## config.mk

```make
export PLATFORM = sky130hd
export DESIGN_NAME = one_wire_temperature_master_top
export DESIGN_NICKNAME = d
export VERILOG_FILES = /design/src/hdl/owtm_pkg.sv /design/src/hdl/one_wire_temperature_master_top.sv
export SDC_FILE = /design/constraint.sdc
export NUM_CORES = 1
export LEC_CHECK = 0
export ABC_CLOCK_PERIOD_IN_PS = 12800
export CORE_MARGIN = 2
export CORE_UTILIZATION = 65
export DETAILED_ROUTE_END_ITERATION = 8
export DONT_BUFFER_PORTS = 1
export GPL_ROUTABILITY_DRIVEN = 0
export PLACE_DENSITY = 0.77
export SETUP_SLACK_MARGIN = 0.1
export SLEW_MARGIN = 30
export SYNTH_ARGS = -nofsm -noshare
export SYNTH_HDL_FRONTEND = slang
export SYNTH_SLANG_ARGS = --single-unit
```

## constraint.sdc

```tcl
create_clock -name i_clk -period 12.8 [get_ports i_clk]
set_clock_uncertainty 0.15 [all_clocks]
set_input_delay 1.28 -clock i_clk [delete_from_list [all_inputs] [get_ports i_clk]]
set_output_delay 1.28 -clock i_clk [all_outputs]
set_load 0.01 [all_outputs]
```

## src/hdl/owtm_pkg.sv

```systemverilog
package owtm_pkg;

    localparam int unsigned CfgWidth = 10;
    localparam int unsigned NumCfg   = 8;
    localparam int unsigned CfgIdxW  = 3;

    typedef enum logic [2:0] {
        REQ_NONE  = 3'd0,
        REQ_RESET = 3'd1,
        REQ_WRITE = 3'd2,
        REQ_READ  = 3'd3,
        REQ_TEMP  = 3'd4
    } t_req;

    localparam logic [CfgIdxW-1:0] CFG_RST_LOW   = 3'd0;
    localparam logic [CfgIdxW-1:0] CFG_RST_REL   = 3'd1;
    localparam logic [CfgIdxW-1:0] CFG_PRES_WAIT = 3'd2;
    localparam logic [CfgIdxW-1:0] CFG_PRES_END  = 3'd3;
    localparam logic [CfgIdxW-1:0] CFG_SHORT     = 3'd4;
    localparam logic [CfgIdxW-1:0] CFG_LONG      = 3'd5;
    localparam logic [CfgIdxW-1:0] CFG_RD_SAMPLE = 3'd6;
    localparam logic [CfgIdxW-1:0] CFG_RD_TAIL   = 3'd7;

    localparam logic [CfgWidth-1:0] DEF_RST_LOW   = 10'd750;
    localparam logic [CfgWidth-1:0] DEF_RST_REL   = 10'd60;
    localparam logic [CfgWidth-1:0] DEF_PRES_WAIT = 10'd400;
    localparam logic [CfgWidth-1:0] DEF_PRES_END  = 10'd480;
    localparam logic [CfgWidth-1:0] DEF_SHORT     = 10'd3;
    localparam logic [CfgWidth-1:0] DEF_LONG      = 10'd65;
    localparam logic [CfgWidth-1:0] DEF_RD_SAMPLE = 10'd4;
    localparam logic [CfgWidth-1:0] DEF_RD_TAIL   = 10'd55;

    localparam logic [7:0] CMD_SKIP_ROM  = 8'hCC;
    localparam logic [7:0] CMD_CONVERT   = 8'h44;
    localparam logic [7:0] CMD_READ_PAD  = 8'hBE;

    localparam logic [3:0] STEP_RESET_A = 4'd0;
    localparam logic [3:0] STEP_SKIP_A  = 4'd1;
    localparam logic [3:0] STEP_CONVERT = 4'd2;
    localparam logic [3:0] STEP_RESET_B = 4'd3;
    localparam logic [3:0] STEP_SKIP_B  = 4'd4;
    localparam logic [3:0] STEP_RD_PAD  = 4'd5;
    localparam logic [3:0] STEP_RD_LO   = 4'd6;
    localparam logic [3:0] STEP_RD_HI   = 4'd7;

    typedef struct packed {
        logic [2:0] req_type;
        logic [7:0] wr_byte;
        logic       line_in;
    } t_in_item;

    typedef struct packed {
        logic               line_pull_low;
        logic               busy_res;
        logic               done_res;
        logic               presence_fail;
        logic [7:0]         rd_byte;
        logic signed [15:0] temperature;
    } t_out_item;

endpackage

```

## src/hdl/one_wire_temperature_master_top.sv

```systemverilog
// Each input transfer's result is registered in the output register.
// Throughput: one tick item per cycle; input is stalled only while a result
// waits in the output register and the output side stalls.
// Reset (i_rst_n low, synchronous): bus state machine idle, all counters and
// held results cleared, timing registers back to their defaults.
module one_wire_temperature_master_top #(
    parameter int unsigned COUNTER_WIDTH = 10
) (
    input  logic                                i_clk,
    input  logic                                i_rst_n,
    input  logic                                i_in_valid,
    output logic                                o_in_stall,
    input  owtm_pkg::t_in_item                  i_in_data,
    output logic                                o_out_valid,
    input  logic                                i_out_stall,
    output owtm_pkg::t_out_item                 o_out_data,
    input  logic                                i_cfg_we,
    input  logic [owtm_pkg::CfgIdxW-1:0]        i_cfg_idx,
    input  logic [owtm_pkg::CfgWidth-1:0]       i_cfg_data
);

    typedef enum logic [3:0] {
        PH_IDLE      = 4'd0,
        PH_RST_LOW   = 4'd1,
        PH_RST_REL   = 4'd2,
        PH_PRES_WAIT = 4'd3,
        PH_PRES_END  = 4'd4,
        PH_WR_LOW    = 4'd5,
        PH_WR_REC    = 4'd6,
        PH_RD_LOW    = 4'd7,
        PH_RD_WAIT   = 4'd8,
        PH_RD_TAIL   = 4'd9
    } t_phase;

    localparam int unsigned CW = COUNTER_WIDTH;

    logic [owtm_pkg::CfgWidth-1:0] r_cfg [owtm_pkg::NumCfg];

    t_phase              r_phase, n_phase;
    logic [CW-1:0]       r_tick, n_tick;
    logic [2:0]          r_bit_idx, n_bit_idx;
    logic [7:0]          r_shift, n_shift;
    logic [3:0]          r_step, n_step;
    logic [7:0]          r_low_hold, n_low_hold;
    logic                r_presence, n_presence;
    logic [2:0]          r_active, n_active;
    logic [15:0]         r_temp, n_temp;
    logic [7:0]          r_last_read, n_last_read;
    logic                r_out_valid;
    owtm_pkg::t_out_item r_out;

    logic in_take;
    logic n_pull;
    logic n_done;
    logic el;
    logic op_done;
    logic cur_bit;
    logic [owtm_pkg::CfgWidth-1:0] dur;

    assign in_take    = i_in_valid && !o_in_stall;
    assign o_in_stall = r_out_valid && i_out_stall;

    function automatic logic [15:0] scale_temp(input logic [15:0] raw);
        logic [15:0] mag;
        logic [18:0] prod;
        logic [15:0] t;
        mag  = raw[15] ? (16'd0 - raw) : raw;
        prod = {1'b0, mag, 2'b00} + {3'b000, mag};
        t    = prod[18:3];
        return raw[15] ? (16'd0 - t) : t;
    endfunction

    always_comb begin
        n_phase     = r_phase;
        n_tick      = r_tick;
        n_bit_idx   = r_bit_idx;
        n_shift     = r_shift;
        n_step      = r_step;
        n_low_hold  = r_low_hold;
        n_presence  = r_presence;
        n_active    = r_active;
        n_temp      = r_temp;
        n_last_read = r_last_read;
        n_pull      = 1'b0;
        n_done      = 1'b0;
        el          = 1'b0;
        op_done     = 1'b0;
        dur         = '0;

        if (r_phase == PH_IDLE && (i_in_data.req_type == owtm_pkg::REQ_RESET
                || i_in_data.req_type == owtm_pkg::REQ_WRITE
                || i_in_data.req_type == owtm_pkg::REQ_READ
                || i_in_data.req_type == owtm_pkg::REQ_TEMP)) begin
            n_active = i_in_data.req_type;
            n_step   = owtm_pkg::STEP_RESET_A;
            n_tick   = '0;
            unique case (i_in_data.req_type)
                owtm_pkg::REQ_WRITE: begin
                    n_shift   = i_in_data.wr_byte;
                    n_bit_idx = 3'd0;
                    n_phase   = PH_WR_LOW;
                end
                owtm_pkg::REQ_READ: begin
                    n_shift   = 8'd0;
                    n_bit_idx = 3'd0;
                    n_phase   = PH_RD_LOW;
                end
                default: n_phase = PH_RST_LOW;
            endcase
        end

        cur_bit = n_shift[0];
        unique case (n_phase)
            PH_RST_LOW:   dur = r_cfg[owtm_pkg::CFG_RST_LOW];
            PH_RST_REL:   dur = r_cfg[owtm_pkg::CFG_RST_REL];
            PH_PRES_WAIT: dur = r_cfg[owtm_pkg::CFG_PRES_WAIT];
            PH_PRES_END:  dur = r_cfg[owtm_pkg::CFG_PRES_END];
            PH_WR_LOW:    dur = cur_bit ? r_cfg[owtm_pkg::CFG_SHORT]
                                        : r_cfg[owtm_pkg::CFG_LONG];
            PH_WR_REC:    dur = cur_bit ? r_cfg[owtm_pkg::CFG_LONG]
                                        : r_cfg[owtm_pkg::CFG_SHORT];
            PH_RD_LOW:    dur = r_cfg[owtm_pkg::CFG_SHORT];
            PH_RD_WAIT:   dur = r_cfg[owtm_pkg::CFG_RD_SAMPLE];
            PH_RD_TAIL:   dur = r_cfg[owtm_pkg::CFG_RD_TAIL];
            default:      dur = '0;
        endcase

        // a presence edge short-circuits the counter, so it only advances otherwise
        if (n_phase != PH_IDLE
                && !((n_phase == PH_PRES_WAIT || n_phase == PH_PRES_END)
                     && (i_in_data.line_in == (n_phase == PH_PRES_END)))) begin
            n_tick = n_tick + 1'b1;
            if (n_tick >= CW'(dur)) begin
                n_tick = '0;
                el     = 1'b1;
            end
        end

        unique case (n_phase)
            PH_IDLE: ;
            PH_RST_LOW: begin
                n_pull = 1'b1;
                if (el) n_phase = PH_RST_REL;
            end
            PH_RST_REL: begin
                if (el) n_phase = PH_PRES_WAIT;
            end
            PH_PRES_WAIT: begin
                if (!i_in_data.line_in) begin
                    n_tick  = '0;
                    n_phase = PH_PRES_END;
                end else if (el) begin
                    n_presence = 1'b1;
                    op_done    = 1'b1;
                end
            end
            PH_PRES_END: begin
                if (i_in_data.line_in) begin
                    n_presence = 1'b0;
                    n_tick     = '0;
                    op_done    = 1'b1;
                end else if (el) begin
                    n_presence = 1'b1;
                    op_done    = 1'b1;
                end
            end
            PH_WR_LOW: begin
                n_pull = 1'b1;
                if (el) n_phase = PH_WR_REC;
            end
            PH_WR_REC: begin
                if (el) begin
                    n_shift = {1'b0, n_shift[7:1]};
                    if (n_bit_idx == 3'd7) begin
                        op_done = 1'b1;
                    end else begin
                        n_bit_idx = n_bit_idx + 3'd1;
                        n_phase   = PH_WR_LOW;
                    end
                end
            end
            PH_RD_LOW: begin
                n_pull = 1'b1;
                if (el) n_phase = PH_RD_WAIT;
            end
            PH_RD_WAIT: begin
                if (el) begin
                    n_shift = {i_in_data.line_in, n_shift[7:1]};
                    n_phase = PH_RD_TAIL;
                end
            end
            PH_RD_TAIL: begin
                if (el) begin
                    if (n_bit_idx == 3'd7) begin
                        n_last_read = n_shift;
                        op_done     = 1'b1;
                    end else begin
                        n_bit_idx = n_bit_idx + 3'd1;
                        n_phase   = PH_RD_LOW;
                    end
                end
            end
            default: begin
                n_phase = PH_IDLE;
                n_tick  = '0;
            end
        endcase

        if (op_done) begin
            if (n_active == owtm_pkg::REQ_TEMP && n_step < owtm_pkg::STEP_RD_HI) begin
                if (n_step == owtm_pkg::STEP_RD_LO) n_low_hold = n_last_read;
                n_step = n_step + 4'd1;
                n_tick = '0;
                unique case (n_step)
                    owtm_pkg::STEP_RESET_B: n_phase = PH_RST_LOW;
                    owtm_pkg::STEP_SKIP_A, owtm_pkg::STEP_SKIP_B,
                    owtm_pkg::STEP_CONVERT, owtm_pkg::STEP_RD_PAD: begin
                        n_shift   = (n_step == owtm_pkg::STEP_CONVERT)
                                    ? owtm_pkg::CMD_CONVERT
                                    : (n_step == owtm_pkg::STEP_RD_PAD)
                                    ? owtm_pkg::CMD_READ_PAD
                                    : owtm_pkg::CMD_SKIP_ROM;
                        n_bit_idx = 3'd0;
                        n_phase   = PH_WR_LOW;
                    end
                    default: begin
                        n_shift   = 8'd0;
                        n_bit_idx = 3'd0;
                        n_phase   = PH_RD_LOW;
                    end
                endcase
            end else begin
                if (n_active == owtm_pkg::REQ_TEMP) begin
                    n_temp = scale_temp({n_last_read, n_low_hold});
                end
                n_phase = PH_IDLE;
                n_tick  = '0;
                n_done  = 1'b1;
            end
        end
    end

    always_ff @(posedge i_clk) begin
        if (!i_rst_n) begin
            r_cfg[owtm_pkg::CFG_RST_LOW]   <= owtm_pkg::DEF_RST_LOW;
            r_cfg[owtm_pkg::CFG_RST_REL]   <= owtm_pkg::DEF_RST_REL;
            r_cfg[owtm_pkg::CFG_PRES_WAIT] <= owtm_pkg::DEF_PRES_WAIT;
            r_cfg[owtm_pkg::CFG_PRES_END]  <= owtm_pkg::DEF_PRES_END;
            r_cfg[owtm_pkg::CFG_SHORT]     <= owtm_pkg::DEF_SHORT;
            r_cfg[owtm_pkg::CFG_LONG]      <= owtm_pkg::DEF_LONG;
            r_cfg[owtm_pkg::CFG_RD_SAMPLE] <= owtm_pkg::DEF_RD_SAMPLE;
            r_cfg[owtm_pkg::CFG_RD_TAIL]   <= owtm_pkg::DEF_RD_TAIL;
            r_phase     <= PH_IDLE;
            r_tick      <= '0;
            r_bit_idx   <= '0;
            r_shift     <= '0;
            r_step      <= '0;
            r_low_hold  <= '0;
            r_presence  <= 1'b0;
            r_active    <= '0;
            r_temp      <= '0;
            r_last_read <= '0;
            r_out_valid <= 1'b0;
        end else begin
            if (i_cfg_we) begin
                r_cfg[i_cfg_idx] <= i_cfg_data;
            end
            if (in_take) begin
                r_phase     <= n_phase;
                r_tick      <= n_tick;
                r_bit_idx   <= n_bit_idx;
                r_shift     <= n_shift;
                r_step      <= n_step;
                r_low_hold  <= n_low_hold;
                r_presence  <= n_presence;
                r_active    <= n_active;
                r_temp      <= n_temp;
                r_last_read <= n_last_read;
                r_out_valid <= 1'b1;
                r_out.line_pull_low <= n_pull;
                r_out.busy_res      <= (n_phase != PH_IDLE);
                r_out.done_res      <= n_done;
                r_out.presence_fail <= n_presence;
                r_out.rd_byte       <= n_last_read;
                r_out.temperature   <= n_temp;
            end else if (!i_out_stall) begin
                r_out_valid <= 1'b0;
            end
        end
    end

    assign o_out_valid = r_out_valid;
    assign o_out_data  = r_out;

`ifndef SYNTHESIS
    a_done_not_busy: assert property (@(posedge i_clk) disable iff (!i_rst_n)
        o_out_valid && o_out_data.done_res |-> !o_out_data.busy_res)
        else $error("done reported while still busy");

    a_pull_only_busy: assert property (@(posedge i_clk) disable iff (!i_rst_n)
        o_out_valid && o_out_data.line_pull_low |-> o_out_data.busy_res)
        else $error("bus driven low outside a command");

    a_idle_count_clear: assert property (@(posedge i_clk)
        r_phase == PH_IDLE |-> r_tick == '0)
        else $error("tick counter left running in idle");

    a_hold_on_stall: assert property (@(posedge i_clk) disable iff (!i_rst_n)
        o_in_stall |=> $stable(r_phase) && $stable(r_tick))
        else $error("state advanced without an input transfer");
`endif

endmodule
```

==> flow_summary.rst <==
.. list-table::
   :header-rows: 1

   * - Metric
     - Value
   * - Yosys cell types
     - 88
   * - Ys async rst share
     - 0%
   * - Critical Setup Path Class
     - input port to flop
   * - Post-cts resize count
     - 0
   * - Final WL
     - 25,700 um
   * - Slowest CP cell
     - sky130_fd_sc_hd__a21oi_1
   * - Power per unit of standard cell area
     - 118 nW/um^2
   * - Area of the die
     - 16,600 um^2
   * - Final worst path period need
     - 9.40 ns
   * - Switching power
     - 0.353 mW
   * - Sum of negative setup slack
     - 0 ns
   * - Number of antenna violations at the first check in global routing
     - 0
   * - Area delta synth->final
     - 8.10%
   * - Max capacitance violation total
     - 0
   * - Via count of the routed design
     - 8,489
   * - Switching share of total power
     - 27.2%
   * - Clock latency of the later-clocked register in the worst-skew pair
     - 0.44 ns
   * - Clock transition at the registers of the reported paths
     - 0.07 ns
   * - Number of DRC markers after the initial detailed-route iteration
     - 1,249
   * - WL per Instance
     - 19.9 um
   * - Synth Instances
     - 1,089
   * - Cell family contributing the most delay on the critical path
     - simple AND/OR/NAND/NOR gates
   * - Cts-stage hold buffer count
     - 0
   * - Die X
     - 129 um
   * - Sequential cell area
     - 4560 um^2
   * - Stages on worst setup path
     - 29
   * - Number of enable flip-flop cells after synthesis
     - 108
   * - Leading cell type by number of instances after synthesis
     - sky130_fd_sc_hd__nand2_1
   * - Largest vdd supply drop
     - 0.000109 V
   * - Relative slew margins
     - 35.5%
   * - Total power
     - 1.30 mW
   * - CTS tree
     - built
   * - Global-route wire length before repair
     - 40,200 um
   * - Critical path buffers and inverters
     - 1
   * - Maximum number of pins on one net before global-route repair
     - 58
   * - CP Data Required Time
     - 12.83 ns
   * - Cell type contributing the most total cell area after synthesis
     - sky130_fd_sc_hd__edfxtp_1
   * - Yosys warning total
     - 0
   * - Share of total power in the clock network
     - 40.4%
   * - # nets final
     - 1,134
   * - # IOs
     - 60
   * - # H-tree levels
     - 4
   * - Number of diodes added for antenna fixing
     - 0
   * - CTS Buffer Depth
     - 2
   * - Crit Path Max Fanout
     - 23
   * - Worst hold path stage count
     - 2
   * - Post-route clock period utilization
     - 73.4%
   * - Estimated wirelength of the detail-placed design
     - 17,600 um
   * - Drt first pass iters
     - 6
   * - Synth Register Bits
     - 174
   * - Synth Flop Type
     - sky130_fd_sc_hd__edfxtp_1
   * - Fmax achieved
     - 0.106 GHz
   * - Number of CTS-inserted buffers
     - 17
   * - Clock net sink count
     - 174
   * - Leading post-synthesis cells by cell area
     - sky130_fd_sc_hd__edfxtp_1, sky130_fd_sc_hd__dfxtp_1, sky130_fd_sc_hd__nand2_1, sky130_fd_sc_hd__and2_1, sky130_fd_sc_hd__ha_1
   * - # port buffers
     - 0
   * - Cell leakage power
     - 4.07 nW
   * - Path category of the worst min-delay check
     - flop to flop
   * - Post-CTS setup buffer count
     - 0
   * - Part of the power in combinational logic
     - 10.6%
   * - Final setup violation count
     - 0
   * - Most common library cells after synthesis
     - sky130_fd_sc_hd__nand2_1, sky130_fd_sc_hd__edfxtp_1, sky130_fd_sc_hd__nor2_1
   * - R2R cell count
     - 29
   * - Critical path capture point type
     - flop
   * - Portion of total power attributed to sequential cells
     - 49.0%
   * - Power Internal
     - 0.943 mW
   * - Post-synth net total
     - 1,151
   * - Arr. time, crit path
     - 9.43 ns
   * - Remaining Overflow, GRT
     - 0
   * - Filler Cells Inserted
     - 1,122
   * - Setup repair after global routing missed its margin
     - no
   * - Total global routing track utilization
     - 31.4%
   * - CTS Root Cell
     - sky130_fd_sc_hd__clkbuf_16
   * - Vias in the first global route
     - 7,833
   * - Share of Yosys cell area claimed by the top area cell type
     - 31.9%
   * - Initial core utilization
     - 66.5%
   * - Sequential cell area fraction in the yosys report
     - 45.0%
   * - Placement Rows
     - 45
   * - Floorplan Core Area
     - 15,300 um^2
   * - DRT antenna net count
     - 0
   * - Outcome
     - finished, final reports clean
   * - Cell area after technology mapping
     - 10,200 um^2
   * - Layout cell share with drive strength beyond 1
     - 8.48%
   * - Final max-slew violation count
     - 0
   * - Final hold vios
     - 0
   * - Nature of the critical path startpoint
     - input port
   * - Number of vias per cell after detailed routing
     - 6.55
   * - Area of the multi-input gates
     - 5320 um^2
   * - Slew at the pin with the worst max-slew slack
     - 0.960 ns
   * - Die extent in y
     - 129 um
   * - CP peak stage delay
     - 0.69 ns
   * - DR DRC count
     - 0
   * - Mean Syn Cell Area
     - 9.32 um^2
## through the flow
step | utilization (%) | cells | setup slack, ns | hold WS [ns] | cell area (um^2)
final | 71.9 | 1296 | 3.40 | 0.306 | 11000
after global placement | 67.8 | 1264 | 3.24 | 0.292 | 10300
after detailed placement | 67.9 | 1264 | 3.05 | 0.298 | 10400
after floorplan | - | 1089 | 3.76 | 0.280 | 10200
after CTS | 71.8 | 1296 | 3.41 | 0.309 | 11000
after global routing | 71.9 | 1296 | 2.71 | 0.323 | 11000
## logic make-up (layout without fill, tap and decap cells)
family | Yosys count | count (layout) | share of synthesized area, %
AND/OR/NAND/NOR | 450 | 450 | 22.4
AO/OA/AOI/OAI | 277 | 277 | 18.4
flip-flops | 174 | 174 | 45.0
buffers and inverters | 81 | 77 | 3.22
XOR/XNOR | 47 | 47 | 4.13
adder cells (fa/ha/maj) | 33 | 33 | 4.12
multiplexers | 27 | 27 | 2.82
## power by group through the flow
| stage | clock network (mW) | logic [mW] | registers, mW |
|---|---|---|---|
| 5_1_grt | 0.547 | 0.150 | 0.639 |
| 4_1_cts | 0.524 | 0.134 | 0.636 |
| 3_5_place_dp | 0 | 0.132 | 0.648 |
| 3_3_place_gp | 0 | 0.130 | 0.648 |
| 6_report | 0.524 | 0.137 | 0.636 |
| 2_1_floorplan | 0 | 0.0999 | 0.641 |
## worst min-delay path: cells and delay by family, from the launching register on
kind,cells,cell delay (ns)
AO/OA/AOI/OAI,1,0.05
AND/OR/NAND/NOR,1,0.05
flip-flops,1,0.31
## placed cells by master (no fill, tap or decap), drive strengths merged, types with 17 or more instances in the layout
master	count
clkbuf	17
ha	31
a22oi	26
edfxtp	108
nand3	41
dfxtp	66
nand2	123
or3	26
nor3	25
xnor2	32
a21oi	62
and2	66
mux2i	17
o21ai	73
inv	36
nand2b	24
nor2	100
## area by class of cell
class / count / area share, %
tap: 211 / 2.41
sequential: 174 / 41.6
inverter: 30 / 1.05
clock inverter: 15 / 1.56
multi-input combinational: 834 / 48.5
clock buffer: 17 / 3.88
timing repair buffer: 15 / 1.03
## layer usage
metal	part of all wire (%)	GRT usage (%)
met4	2.8	13.2
met5	0	0
met3	8.8	7.82
met1	43	43.7
met2	45	47.2
## sequential cells by signal, indices dropped and copies added, names as in the netlist
name and cells:
r_cfg 80, o_out_data 28, r_temp 16, r_tick 10, r_last_read 8, r_low_hold 8, r_shift 8, r_phase 4
r_step 4, r_active 3, r_bit_idx 3, o_out_valid 1, r_presence 1
## path summary, 6_finish.rpt
check	from	end	slack (ns)
setup reg to reg	r_phase[3]	o_out_data[15]	3.43
setup / recovery	i_in_data[10]	o_out_data[15]	3.40
hold / removal	r_temp[3]	r_temp[3]	0.31
hold reg to reg	r_temp[3]	r_temp[3]	0.31
(Power assumes the default switching activity.)
